`config.mk`:
```
export PLATFORM = sky130hd
export DESIGN_NAME = fbde_pgen
export DESIGN_NICKNAME = d
export VERILOG_FILES = /design/src/rtl/fbde_pkg.sv /design/src/rtl/fbde_pgen.sv
export SDC_FILE = /design/constraint.sdc
export NUM_CORES = 1
export LEC_CHECK = 0
export BUFFER_PORTS_ARGS = -buffer_cell sky130_fd_sc_hd__buf_2
export CAP_MARGIN = 10
export CORE_MARGIN = 1
export CORE_UTILIZATION = 31
export CTS_CLUSTER_SIZE = 28
export DETAILED_ROUTE_END_ITERATION = 6
export GPL_TIMING_DRIVEN = 1
export PLACE_DENSITY_LB_ADDON = 0.2
export REMOVE_ABC_BUFFERS = 1
export SLEW_MARGIN = 5
export SYNTH_ARGS = -nofsm -noshare
export SYNTH_HDL_FRONTEND = slang
export SYNTH_SLANG_ARGS = --single-unit
```
`constraint.sdc`:
```
create_clock -name i_clk -period 5.4 [get_ports i_clk]
set_input_delay 0.54 -clock i_clk [delete_from_list [all_inputs] [get_ports i_clk]]
set_output_delay 0.54 -clock i_clk [all_outputs]
set_load 0.02 [all_outputs]
```
`src/rtl/fbde_pkg.sv`:
```
// ----------------------------------------------------------------------------
// fbde_pkg
// shared types, screen geometry and pixel helpers for the page framebuffer
// draw engine
// ----------------------------------------------------------------------------
package fbde_pkg;

    localparam int SCREEN_WIDTH  = 84;
    localparam int SCREEN_HEIGHT = 48;
    localparam int PAGE_COUNT    = (SCREEN_HEIGHT + 7) / 8;
    localparam int STORE_DEPTH   = SCREEN_WIDTH * PAGE_COUNT;
    localparam int ADDR_W        = $clog2(STORE_DEPTH);
    localparam int COORD_W       = 10;
    localparam int ACC_W         = 12;

    typedef logic signed [COORD_W-1:0] t_coord;
    typedef logic signed [ACC_W-1:0]   t_acc;
    typedef logic [ADDR_W-1:0]         t_addr;

    typedef enum logic [3:0] {
        OP_SET_PIXEL = 4'd0,
        OP_CLR_PIXEL = 4'd1,
        OP_INV_PIXEL = 4'd2,
        OP_SET_HRUN  = 4'd3,
        OP_CLR_HRUN  = 4'd4,
        OP_SET_VRUN  = 4'd5,
        OP_CLR_VRUN  = 4'd6,
        OP_SET_CIRC  = 4'd7,
        OP_CLR_CIRC  = 4'd8,
        OP_FILL      = 4'd9,
        OP_CLEAR     = 4'd10,
        OP_READ      = 4'd11
    } t_opcode;

    typedef enum logic [1:0] {
        MODE_SET = 2'd0,
        MODE_CLR = 2'd1,
        MODE_INV = 2'd2
    } t_mode;

    // one candidate pixel from the point generator
    typedef struct packed {
        logic   vld;
        logic   done;
        t_coord x;
        t_coord y;
    } t_pt;

    function automatic logic on_screen(t_coord x, t_coord y);
        return (x >= 0) && (x < SCREEN_WIDTH) && (y >= 0) && (y < SCREEN_HEIGHT);
    endfunction

    // byte address of a page and column, both assumed in range
    function automatic t_addr page_addr(t_addr pg, t_addr col);
        return t_addr'(pg * t_addr'(SCREEN_WIDTH)) + col;
    endfunction

    function automatic t_addr pixel_addr(t_coord x, t_coord y);
        return page_addr(t_addr'(y[COORD_W-1:3]), t_addr'(x));
    endfunction

    function automatic logic [7:0] apply_px(logic [7:0] d, logic [2:0] b, t_mode m);
        logic [7:0] mask;
        logic [7:0] res;
        mask = 8'b1 << b;
        case (m)
            MODE_SET: res = d | mask;
            MODE_CLR: res = d & ~mask;
            default:  res = d ^ mask;
        endcase
        return res;
    endfunction

endpackage

```
`src/rtl/fbde_pgen.sv`:
```
// ----------------------------------------------------------------------------
// fbde_pgen
// point generator: walks single pixels, horizontal and vertical runs and the
// eight octants of a midpoint circle, one candidate pixel per step
// ----------------------------------------------------------------------------
module fbde_pgen (
    input  logic                  i_clk,
    input  logic                  i_rst_n,
    input  logic                  i_load,
    input  fbde_pkg::t_opcode     i_opcode,
    input  logic signed [7:0]     i_x,
    input  logic signed [7:0]     i_y,
    input  logic [6:0]            i_len,
    input  logic                  i_next,
    output fbde_pkg::t_pt         o_pt
);

    typedef enum logic [4:0] {
        P_IDLE = 5'b00001,
        P_RUN  = 5'b00010,
        P_CPT  = 5'b00100,
        P_CU1  = 5'b01000,
        P_CU2  = 5'b10000
    } t_pstate;

    t_pstate          r_state, n_state;
    fbde_pkg::t_coord r_x, n_x;
    fbde_pkg::t_coord r_y, n_y;
    logic [6:0]       r_cnt, n_cnt;
    logic             r_horz, n_horz;
    logic [7:0]       r_a, n_a;
    logic [7:0]       r_b, n_b;
    fbde_pkg::t_acc   r_f, n_f;
    fbde_pkg::t_acc   r_sx, n_sx;
    fbde_pkg::t_acc   r_sy, n_sy;
    logic [2:0]       r_oct, n_oct;

    fbde_pkg::t_coord ld_x, ld_y;
    logic [7:0]       cu, cv;
    fbde_pkg::t_coord du, dv;
    fbde_pkg::t_coord cx, cy;
    logic             run_vld;

    assign ld_x = fbde_pkg::t_coord'(i_x);
    assign ld_y = fbde_pkg::t_coord'(i_y);

    // octant select: bit 2 swaps a and b, bit 0 negates x, bit 1 negates y
    always_comb begin
        cu = r_oct[2] ? r_b : r_a;
        cv = r_oct[2] ? r_a : r_b;
        du = {{(fbde_pkg::COORD_W-8){1'b0}}, cu};
        dv = {{(fbde_pkg::COORD_W-8){1'b0}}, cv};
        cx = r_x + (r_oct[0] ? -du : du);
        cy = r_y + (r_oct[1] ? -dv : dv);
    end

    assign run_vld = (r_cnt != 7'd0) &&
                     (r_horz ? (r_x < fbde_pkg::SCREEN_WIDTH)
                             : (r_y < fbde_pkg::SCREEN_HEIGHT));

    always_comb begin
        o_pt.done = (r_state == P_IDLE);
        o_pt.vld  = 1'b0;
        o_pt.x    = r_x;
        o_pt.y    = r_y;
        if (r_state == P_RUN) begin
            o_pt.vld = run_vld;
        end else if (r_state == P_CPT) begin
            o_pt.vld = 1'b1;
            o_pt.x   = cx;
            o_pt.y   = cy;
        end
    end

    always_comb begin
        n_state = r_state;
        n_x     = r_x;
        n_y     = r_y;
        n_cnt   = r_cnt;
        n_horz  = r_horz;
        n_a     = r_a;
        n_b     = r_b;
        n_f     = r_f;
        n_sx    = r_sx;
        n_sy    = r_sy;
        n_oct   = r_oct;
        unique case (r_state)
            P_IDLE: begin
                if (i_load) begin
                    n_x   = ld_x;
                    n_y   = ld_y;
                    n_a   = 8'd0;
                    n_b   = {1'b0, i_len};
                    n_f   = fbde_pkg::t_acc'(1) - fbde_pkg::t_acc'({5'b0, i_len});
                    n_sx  = fbde_pkg::t_acc'(1);
                    n_sy  = fbde_pkg::t_acc'(0) - fbde_pkg::t_acc'({4'b0, i_len, 1'b0});
                    n_oct = 3'd0;
                    case (i_opcode) inside
                        fbde_pkg::OP_SET_PIXEL, fbde_pkg::OP_CLR_PIXEL,
                        fbde_pkg::OP_INV_PIXEL: begin
                            n_state = P_RUN;
                            n_horz  = 1'b1;
                            n_cnt   = 7'd1;
                        end
                        fbde_pkg::OP_SET_HRUN, fbde_pkg::OP_CLR_HRUN: begin
                            n_state = P_RUN;
                            n_horz  = 1'b1;
                            n_cnt   = i_len;
                        end
                        fbde_pkg::OP_SET_VRUN, fbde_pkg::OP_CLR_VRUN: begin
                            n_state = P_RUN;
                            n_horz  = 1'b0;
                            n_cnt   = i_len;
                        end
                        fbde_pkg::OP_SET_CIRC, fbde_pkg::OP_CLR_CIRC: begin
                            n_state = P_CPT;
                        end
                        default: begin
                            n_state = P_IDLE;
                        end
                    endcase
                    // a run whose start is off screen draws nothing
                    if (!fbde_pkg::on_screen(ld_x, ld_y)) begin
                        n_cnt = 7'd0;
                    end
                end
            end
            P_RUN: begin
                if (!run_vld) begin
                    n_state = P_IDLE;
                end else if (i_next) begin
                    n_cnt = r_cnt - 7'd1;
                    if (r_horz) begin
                        n_x = r_x + fbde_pkg::t_coord'(1);
                    end else begin
                        n_y = r_y + fbde_pkg::t_coord'(1);
                    end
                end
            end
            P_CPT: begin
                if (i_next) begin
                    n_oct = r_oct + 3'd1;
                    if (r_oct == 3'd7) begin
                        n_state = (r_a < r_b) ? P_CU1 : P_IDLE;
                    end
                end
            end
            P_CU1: begin
                if (!r_f[fbde_pkg::ACC_W-1]) begin
                    n_b  = r_b - 8'd1;
                    n_sy = r_sy + fbde_pkg::t_acc'(2);
                    n_f  = r_f + r_sy + fbde_pkg::t_acc'(2);
                end
                n_state = P_CU2;
            end
            P_CU2: begin
                n_a     = r_a + 8'd1;
                n_sx    = r_sx + fbde_pkg::t_acc'(2);
                n_f     = r_f + r_sx + fbde_pkg::t_acc'(2);
                n_state = P_CPT;
            end
            default: begin
                n_state = P_IDLE;
            end
        endcase
    end

    always_ff @(posedge i_clk) begin
        if (!i_rst_n) begin
            r_state <= P_IDLE;
        end else begin
            r_state <= n_state;
        end
        r_x    <= n_x;
        r_y    <= n_y;
        r_cnt  <= n_cnt;
        r_horz <= n_horz;
        r_a    <= n_a;
        r_b    <= n_b;
        r_f    <= n_f;
        r_sx   <= n_sx;
        r_sy   <= n_sy;
        r_oct  <= n_oct;
    end

endmodule

```
==> After elaboration in Yosys (flattened, before gate mapping) <==
Index checks and enable logic that the tools add are counted.
{ "word_totals": {"latch_bits": 0, "n_memories": 0, "ram_bits": 0, "ff_bits": 88, "output_inout_bits": 22, "rom_bits": 0, "input_bits": 31, "elab_cells": 142} }
{ "op_classes": {"n_eq_ne": 24, "reduce_logical": 27, "n_shift": 0, "order_cmp": 7, "div": 0, "multipliers": 0, "bitwise": 0, "add_sub_neg": 18, "n_mux": 54} }
{ "op_table": {"columns": ["cell", "count"], "rows": [
  ["10-bit 2-to-1 mux", 10],
  ["12-bit 2-to-1 mux", 5],
  ["7-bit 2-to-1 mux", 7],
  ["12-bit by 3-bit adder with 12-bit output (second input constant)", 4],
  ["12-bit case mux with 2 select lines", 2],
  ["20-bit 2-to-1 mux", 2],
  ["8-bit 2-to-1 mux", 5],
  ["10-bit case mux with 2 select lines", 2],
  ["12-bit case mux with 3 select lines", 1],
  ["8-bit case mux with 2 select lines", 2],
  ["5-bit case mux with 5 select lines", 1],
  ["12-bit adder", 2],
  ["10-bit adder", 2],
  ["10-bit by 2-bit adder with 10-bit output (second input constant)", 2],
  ["5-bit 2-to-1 mux", 4],
  ["8-bit negator with 10-bit output", 2],
  ["3-bit 2-to-1 mux", 6],
  ["4-bit by 3-bit equality test with 1-bit output (second input constant)", 4],
  ["8-bit by 1-bit >= comparator with 1-bit output (second input constant)", 2],
  ["2-bit inequality test (second input constant)", 8],
  ["5-bit AND reduction", 3],
  ["7-bit case mux with 2 select lines", 1],
  ["3-bit AND reduction", 4],
  ["10-bit by 7-bit < comparator with 1-bit output (second input constant)", 1],
  ["other kinds (34)", 48]
]} }

==> Depth between registers and ports, before layout <==
Gate-level depths: netlist (run 1).
{ "depth": {"ltp_word": 8, "mapped_depth": 17, "mapped_depth_nobuf": 14} }

==> Worst setup path after synthesis (run 1) <==
No wires, ideal clock.
{ "synth_path": {"kind": "register to output", "start": "register r_oct[2]", "end": "output port o_pt[18] in the netlist's numbering", "required_ns": 4.860, "path_buffers": 3, "setup_slack_ns": 1.396, "path_stages_with_launch": 17, "t_arrival_ns": 3.464, "path_cell_list": "edfxtp_1 -> buf_2 -> buf_2 -> buf_2 -> mux2i_1 -> ha_1 -> inv_1 -> nor2_1 -> nand2_1 -> o21ai_0 -> xor2_1 -> ha_1 -> a21oi_1 -> inv_1 -> a221oi_1 -> xor2_1 -> o21ai_0"} }
{ "synth_lines": {"columns": ["element", "line_no", "rtl"], "rows": [
  ["from (decl)", "fbde_pgen.sv:36", "logic [2:0] r_oct, n_oct;"],
  ["from (signal assigned)", "fbde_pgen.sv:183", "r_oct <= n_oct;"],
  ["to (decl)", "fbde_pgen.sv:15", "output fbde_pkg::t_pt o_pt"]
]} }

==> results of run 1 <==
sequential cells by signal, indices dropped and copies added (netlist names), 7 cells and up:
signal and cells:
r_f 12, r_sx 11, r_sy 11, r_x 10, r_y 10, r_a 8
r_b 8, r_cnt 7
metrics by stage:
step / instance area, sq um / setup slack, ps / power, W
after floorplan: 7448 / 1262 / 0.001843
after global placement: 8179 / 1343 / 0.002152
after detailed placement: 8179 / 1319 / 0.002153
after CTS: 8486 / 926.6 / 0.002812
after global routing: 8486 / 563.3 / 0.002990
final: 8486 / 941.3 / 0.002783
critical path, cell delays in order, from the launching register on:
cell and delay (ps):
edfxtp_1 870, buf_4 320, nand2_1 70, o21a_1 130, ha_1 270, inv_1 30, mux2i_1 240, ha_1 300
a211oi_1 330, o21a_1 210, o21ai_0 120, a21o_1 190, a21oi_1 140, xor2_1 160, buf_2 180
cells by family (layout without fill, tap and decap cells):
kind of cell | after synthesis | count (layout) | share of synthesized area, %
AOI/OAI and AO/OA | 197 | 197 | 16.21
xor gates and xnor gates | 98 | 98 | 11.29
adders and majority gates | 81 | 81 | 13.73
buffers and inverters | 78 | 123 | 4.280
DFF | 86 | 86 | 33.32
muxes | 23 | 23 | 3.062
and+or+nand+nor | 282 | 282 | 18.11
power by group:
part           total, W  internal (W)  leakage, nW  switching, W
registers      0.000993      0.000848        0.802      0.000145
logic           0.00114      0.000491         2.45      0.000651
clock network  0.000648      0.000370        0.142      0.000278
total           0.00278       0.00171         3.40       0.00107
worst max-delay path by stage:
stage	startpoint	endpoint	slack, ps
2_1_floorplan	r_oct[2]	o_pt[19]	1260
3_3_place_gp	r_oct[2]	o_pt[9]	1340
3_5_place_dp	r_oct[2]	o_pt[19]	1320
4_1_cts	r_oct[2]	o_pt[9]	930
5_1_grt	r_oct[2]	o_pt[19]	560
6_report	r_oct[2]	o_pt[9]	940
layout by cell type (no fill, tap or decap), types with 5 or more instances in the layout:
master	n
nand2_1	94
edfxtp_1	81
ha_1	77
nor2_1	69
o21ai_0	68
buf_2	52
xnor2_1	50
xor2_1	48
inv_1	46
a21oi_1	40
nand3_1	29
mux2i_1	21
nor3_1	19
nor3b_1	15
a21o_1	13
clkbuf_16	11
o22ai_1	10
nand4_1	9
buf_4	9
o221ai_1	8
and3_1	8
o21a_1	8
a211oi_1	8
o211ai_1	6
nand2b_1	5
a22oi_1	5
or3_1	5
and2_1	5
o21bai_1	5
dfxtp_1	5
final cells by class:
| type | instances | area [sq um] | share of cell area [%] |
|---|---|---|---|
| multi-input cells | 681 | 4747 | 55.94 |
| clock buffers | 13 | 282.8 | 3.332 |
| well taps | 319 | 399.1 | 4.704 |
| inverters | 46 | 172.7 | 2.035 |
| repair buffers | 61 | 327.8 | 3.863 |
| clock inverters | 3 | 23.77 | 0.2802 |
| flip-flops and latches | 86 | 2532 | 29.84 |
routing by layer:
layer | vias to the layer above | track usage [%] | share of wire [%]
li1 | 3148 | - | -
met1 | 2842 | 24.00 | 53
met2 | 72 | 24.94 | 43
met3 | 14 | 1.334 | 2.2
met4 | 0 | 5.220 | 1.3
met5 | - | 0 | 0
==> flow_summary.toml, run 1 <==
[timing]
tns_ps = 0
max_freq_mhz = 224.3
post-route-period-util_pct = 82.57
slew_violations = 0
rsz0062_at_grt = "false"
skew_ps = 7.464
slew_headroom_pct = 26.87
fin_hold_ws_ps = 422.6
finalSetupViolCount = 0
period_minus_slack_ps = 4459
hold_violations = 0
tightest_slew_ps = 1085

[cts]
cts.sinks = 86
cts_tree = "yes"
holdBufCountCts = 0
htreeDepth = 3
post_cts_resized = 0
post_cts_buffers = 0
clk_path_buf_depth = 2
root_buffer = "clkbuf_16"
clk_pin_slew_ps = 60
clkLatencyLatePin_ps = 350
cts_buffers = 9

[layout]
areaGrowthSynthToFinish_pct = 11.64
fillers = 2483
instances_no_fill = 1209
nets = 997
num_antenna_cells = 0
post-route-util_pct = 35.72
final_layout_size_suffix_gt1_share_pct = 10.45

[synth]
ys_ff_latch = 86
synthTopCellsByCount = "nand2_1, edfxtp_1, ha_1, nor2_1, o21ai_0"
synth_area_per_cell_sq_um = 8.995
post-synth-top-count-cell = "nand2_1"
syn-instance-count = 845
syn-cell-area_sq_um = 7601
synth_area_leaders = "edfxtp_1, ha_1, xnor2_1"
netlist.area_leader.share_pct = 32.00
synth_area_leader_cell = "edfxtp_1"
synth-edff-count = 81
yosysUniqueCellTypes = 64
synth_ff_type = "edfxtp_1"
ys_seq_area_share_pct = 33.32
synthArstFlopShare_pct = 0
yosysWarnings = 0

[routing]
routed_wl_um = 19320
first_iter_violations = 414
ant_nets = 0
vias = 6076
drcViolationCount = 0
drt_pass1_iterations = 5
vias_per_cell = 5.026
wl_per_cell_um = 15.98

[floorplanning]
ios = 53
die_height_um = 158.6
rows = 56
die-area_sq_um = 25150
die_w_um = 158.6
start_util_pct = 32.00
core-area_sq_um = 23750

[outcome]
outcome = "completed"

[worst_setup_path]
startpoint_type = "register"
critPathArrivalTime_ps = 3920
cp.required_ps = 4860
timing.rr.start = "r_state[4]"
crit_path_max_fanout = 22
r2r_slack_ps = 2110
r2r_cells = 5
rr_endpoint = "r_x[8]"
path_class = "reg -> out"
setup.worst_path.end_class = "output port"

[power]
power_leakage_nw = 3.398
pwr_density_cell_nw_per_um2 = 328.0
peakVddDrop_uv = 162.9

[min_path]
hold_depth = 2
hold_end = "r_state[2]"
hp-class = "in -> reg"
min-delay-start = "i_rst_n"

[global_route]
grt_pass1_wl_um = 31400
grt_max_degree = 41
track_usage_pct = 16.29
grt-ovfl-total = 0
grt_pass1_vias = 5861
antenna_found_initial = 0

[place]
gp_congestion = 0.8325
post-place-cells = 1193
port_buffers = 52
hpwl_um = 14570

[run]
maxCapViolCount = 0
Note: power is estimated with default switching activity, not from simulation.
==> run 2: changes to the inputs <==
Clock period 5.4 ns to 4.58 ns, I/O delays scaled along.
==> run 2 against run 1 <==
Compared with the run above:
- critical path depth unchanged
- hold slack got worse by 78 ps
- global-route usage increased by 0.069 points
- clock power increased by 22%
- worst setup slack got worse by 530 ps
- largest power group unchanged
==> flow_summary.toml, run 2 (synthesis results as in run 1) <==
[min_path]
min-delay-start = "i_rst_n"
hold_end = "r_state[2]"
hold_depth = 2
hp-class = "in -> reg"

[cts]
clk_path_buf_depth = 2
post_cts_buffers = 0
cts_buffers = 9
htreeDepth = 3
post_cts_resized = 0
clk_pin_slew_ps = 60
clkLatencyLatePin_ps = 350
root_buffer = "clkbuf_16"
holdBufCountCts = 0
cts_tree = "yes"
cts.sinks = 86

[power]
peakVddDrop_uv = 180.3
pwr_density_cell_nw_per_um2 = 389.7
pwr-share-seq_pct = 35.2
power_frac_comb_pct = 40.9
power_w = 0.003309
power_leakage_nw = 3.410
internal_power_w = 0.002050
switching_share_pct = 38.05
power_switching_w = 0.001259
clkPwrFrac_pct = 23.9

[routing]
vias_per_cell = 5.051
drcViolationCount = 0
ant_nets = 0
routed_wl_um = 19370
drt_pass1_iterations = 5
wl_per_cell_um = 16.02
first_iter_violations = 347
vias = 6107

[timing]
skew_ps = 8.171
tns_ps = 0
tightest_slew_ps = 1143
slew_violations = 0
post-route-period-util_pct = 91.03
period_minus_slack_ps = 4169
max_freq_mhz = 239.9
layout_setup_ws_ps = 410.8
finalSetupViolCount = 0
slew_headroom_pct = 22.99
hold_violations = 0
rsz0062_at_grt = "false"

[outcome]
outcome = "completed"

[run]
maxCapViolCount = 0

[global_route]
grt_max_degree = 41
grt-ovfl-total = 0
antenna_found_initial = 0
grt_pass1_wl_um = 31370
track_usage_pct = 16.36
grt_pass1_vias = 5785

[worst_setup_path]
slowest_stage = "edfxtp_1"
crit_path_max_fanout = 32
crit_family = "compound AO/OA/AOI/OAI gates"
r2r_cells = 12
worst-path-buf-inv = 3
setup.worst_path.end_class = "output port"
crit_chain = "buf_4, nand2_1, o21a_1, ha_1, inv_1, mux2i_1, ha_1, a211oi_1, o21a_1, o21ai_0, a21o_1, a21oi_1, xor2_1, buf_2"
rr_endpoint = "r_f[11]"
slowest_delay_ps = 550
path_class = "reg -> out"
startpoint_type = "register"
r2r_slack_ps = 1690
timing.rr.start = "r_sx[1]"
critPathArrivalTime_ps = 3710
cp.required_ps = 4120

[layout]
area.sequential_sq_um = 2532
areaGrowthSynthToFinish_pct = 11.69
nets = 998
multiInputGateArea_sq_um = 4747
num_antenna_cells = 0
biggestRegsByFlops = "r_f: 12 flops, r_sx: 11 flops, r_sy: 11 flops"
final_common_cell = "nand2_1"
regMostFlops = "r_f"
fillers = 2455
final_cell_mix = "nand2_1, edfxtp_1, ha_1"
final_layout_size_suffix_gt1_share_pct = 10.45
largest_reg_flops = 12

[floorplanning]
start_util_pct = 32.00
ios = 53
rows = 56
die_w_um = 158.6
die_height_um = 158.6
core-area_sq_um = 23750
die-area_sq_um = 25150

[place]
detailedPlace.worstSlack_ps = 824.8
port_buffers = 52
gp_congestion = 0.8009
hpwl_um = 14620
-- run 2: power groups by stage --
stage | logic, W | registers (W) | clock network (W)
final | 0.00135 | 0.00116 | 0.000790
after global routing | 0.00155 | 0.00118 | 0.000829
after CTS | 0.00137 | 0.00116 | 0.000807
after detailed placement | 0.00135 | 0.00118 | 0
after global placement | 0.00136 | 0.00118 | 0
after floorplan | 0.00105 | 0.00113 | 0
-- run 2: per-layer routing --
metal / track usage, % / vias up / share of wire, %
li1: - / 3148 / -
met1: 24.16 / 2865 / 52
met2: 24.75 / 77 / 44
met3: 1.470 / 17 / 2.6
met4: 5.449 / 0 / 1.3
met5: 0 / - / 0
-- run 2: worst max-delay path by stage --
stage / start / end / slack, ps / depth (start not counted)
2_1_floorplan: r_oct[2] / o_pt[19] / 520 / 14
3_3_place_gp: r_oct[2] / o_pt[9] / 810 / 14
3_5_place_dp: r_oct[2] / o_pt[19] / 820 / 13
4_1_cts: r_oct[2] / o_pt[9] / 420 / 14
5_1_grt: r_oct[2] / o_pt[19] / 80 / 13
6_report: r_oct[2] / o_pt[9] / 410 / 14
-- run 2: layout make-up --
| class | count | area share (%) |
|---|---|---|
| Sequential cell | 86 | 29.83 |
| Tap cell | 319 | 4.702 |
| Multi-Input combinational cell | 681 | 55.92 |
| Inverter | 46 | 2.034 |
| Clock inverter | 6 | 0.9138 |
| Timing Repair Buffer | 62 | 3.950 |
| Clock buffer | 9 | 2.653 |
-- run 2: worst register-to-register path, cell delays in order (launching register included) --
cell and delay [ps]:
edfxtp_1 450, inv_1 100, ha_1 220, inv_1 60, ha_1 160, inv_1 60
fa_1 380, nand2b_1 180, a21oi_1 270, a211oi_1 190, o21ai_0 240, xnor2_1 160
o221ai_1 160
-- run 2: stage by stage --
stage	instances	area, sq um	util, %	hold slack (ps)
after global placement	1194	8187	34.47	604.4
after detailed placement	1194	8187	34.47	620.2
after floorplan	813	7448	-	561.2
after CTS	1209	8489	35.74	330.6
after global routing	1209	8489	35.74	344.7
final	1209	8489	35.74	344.6
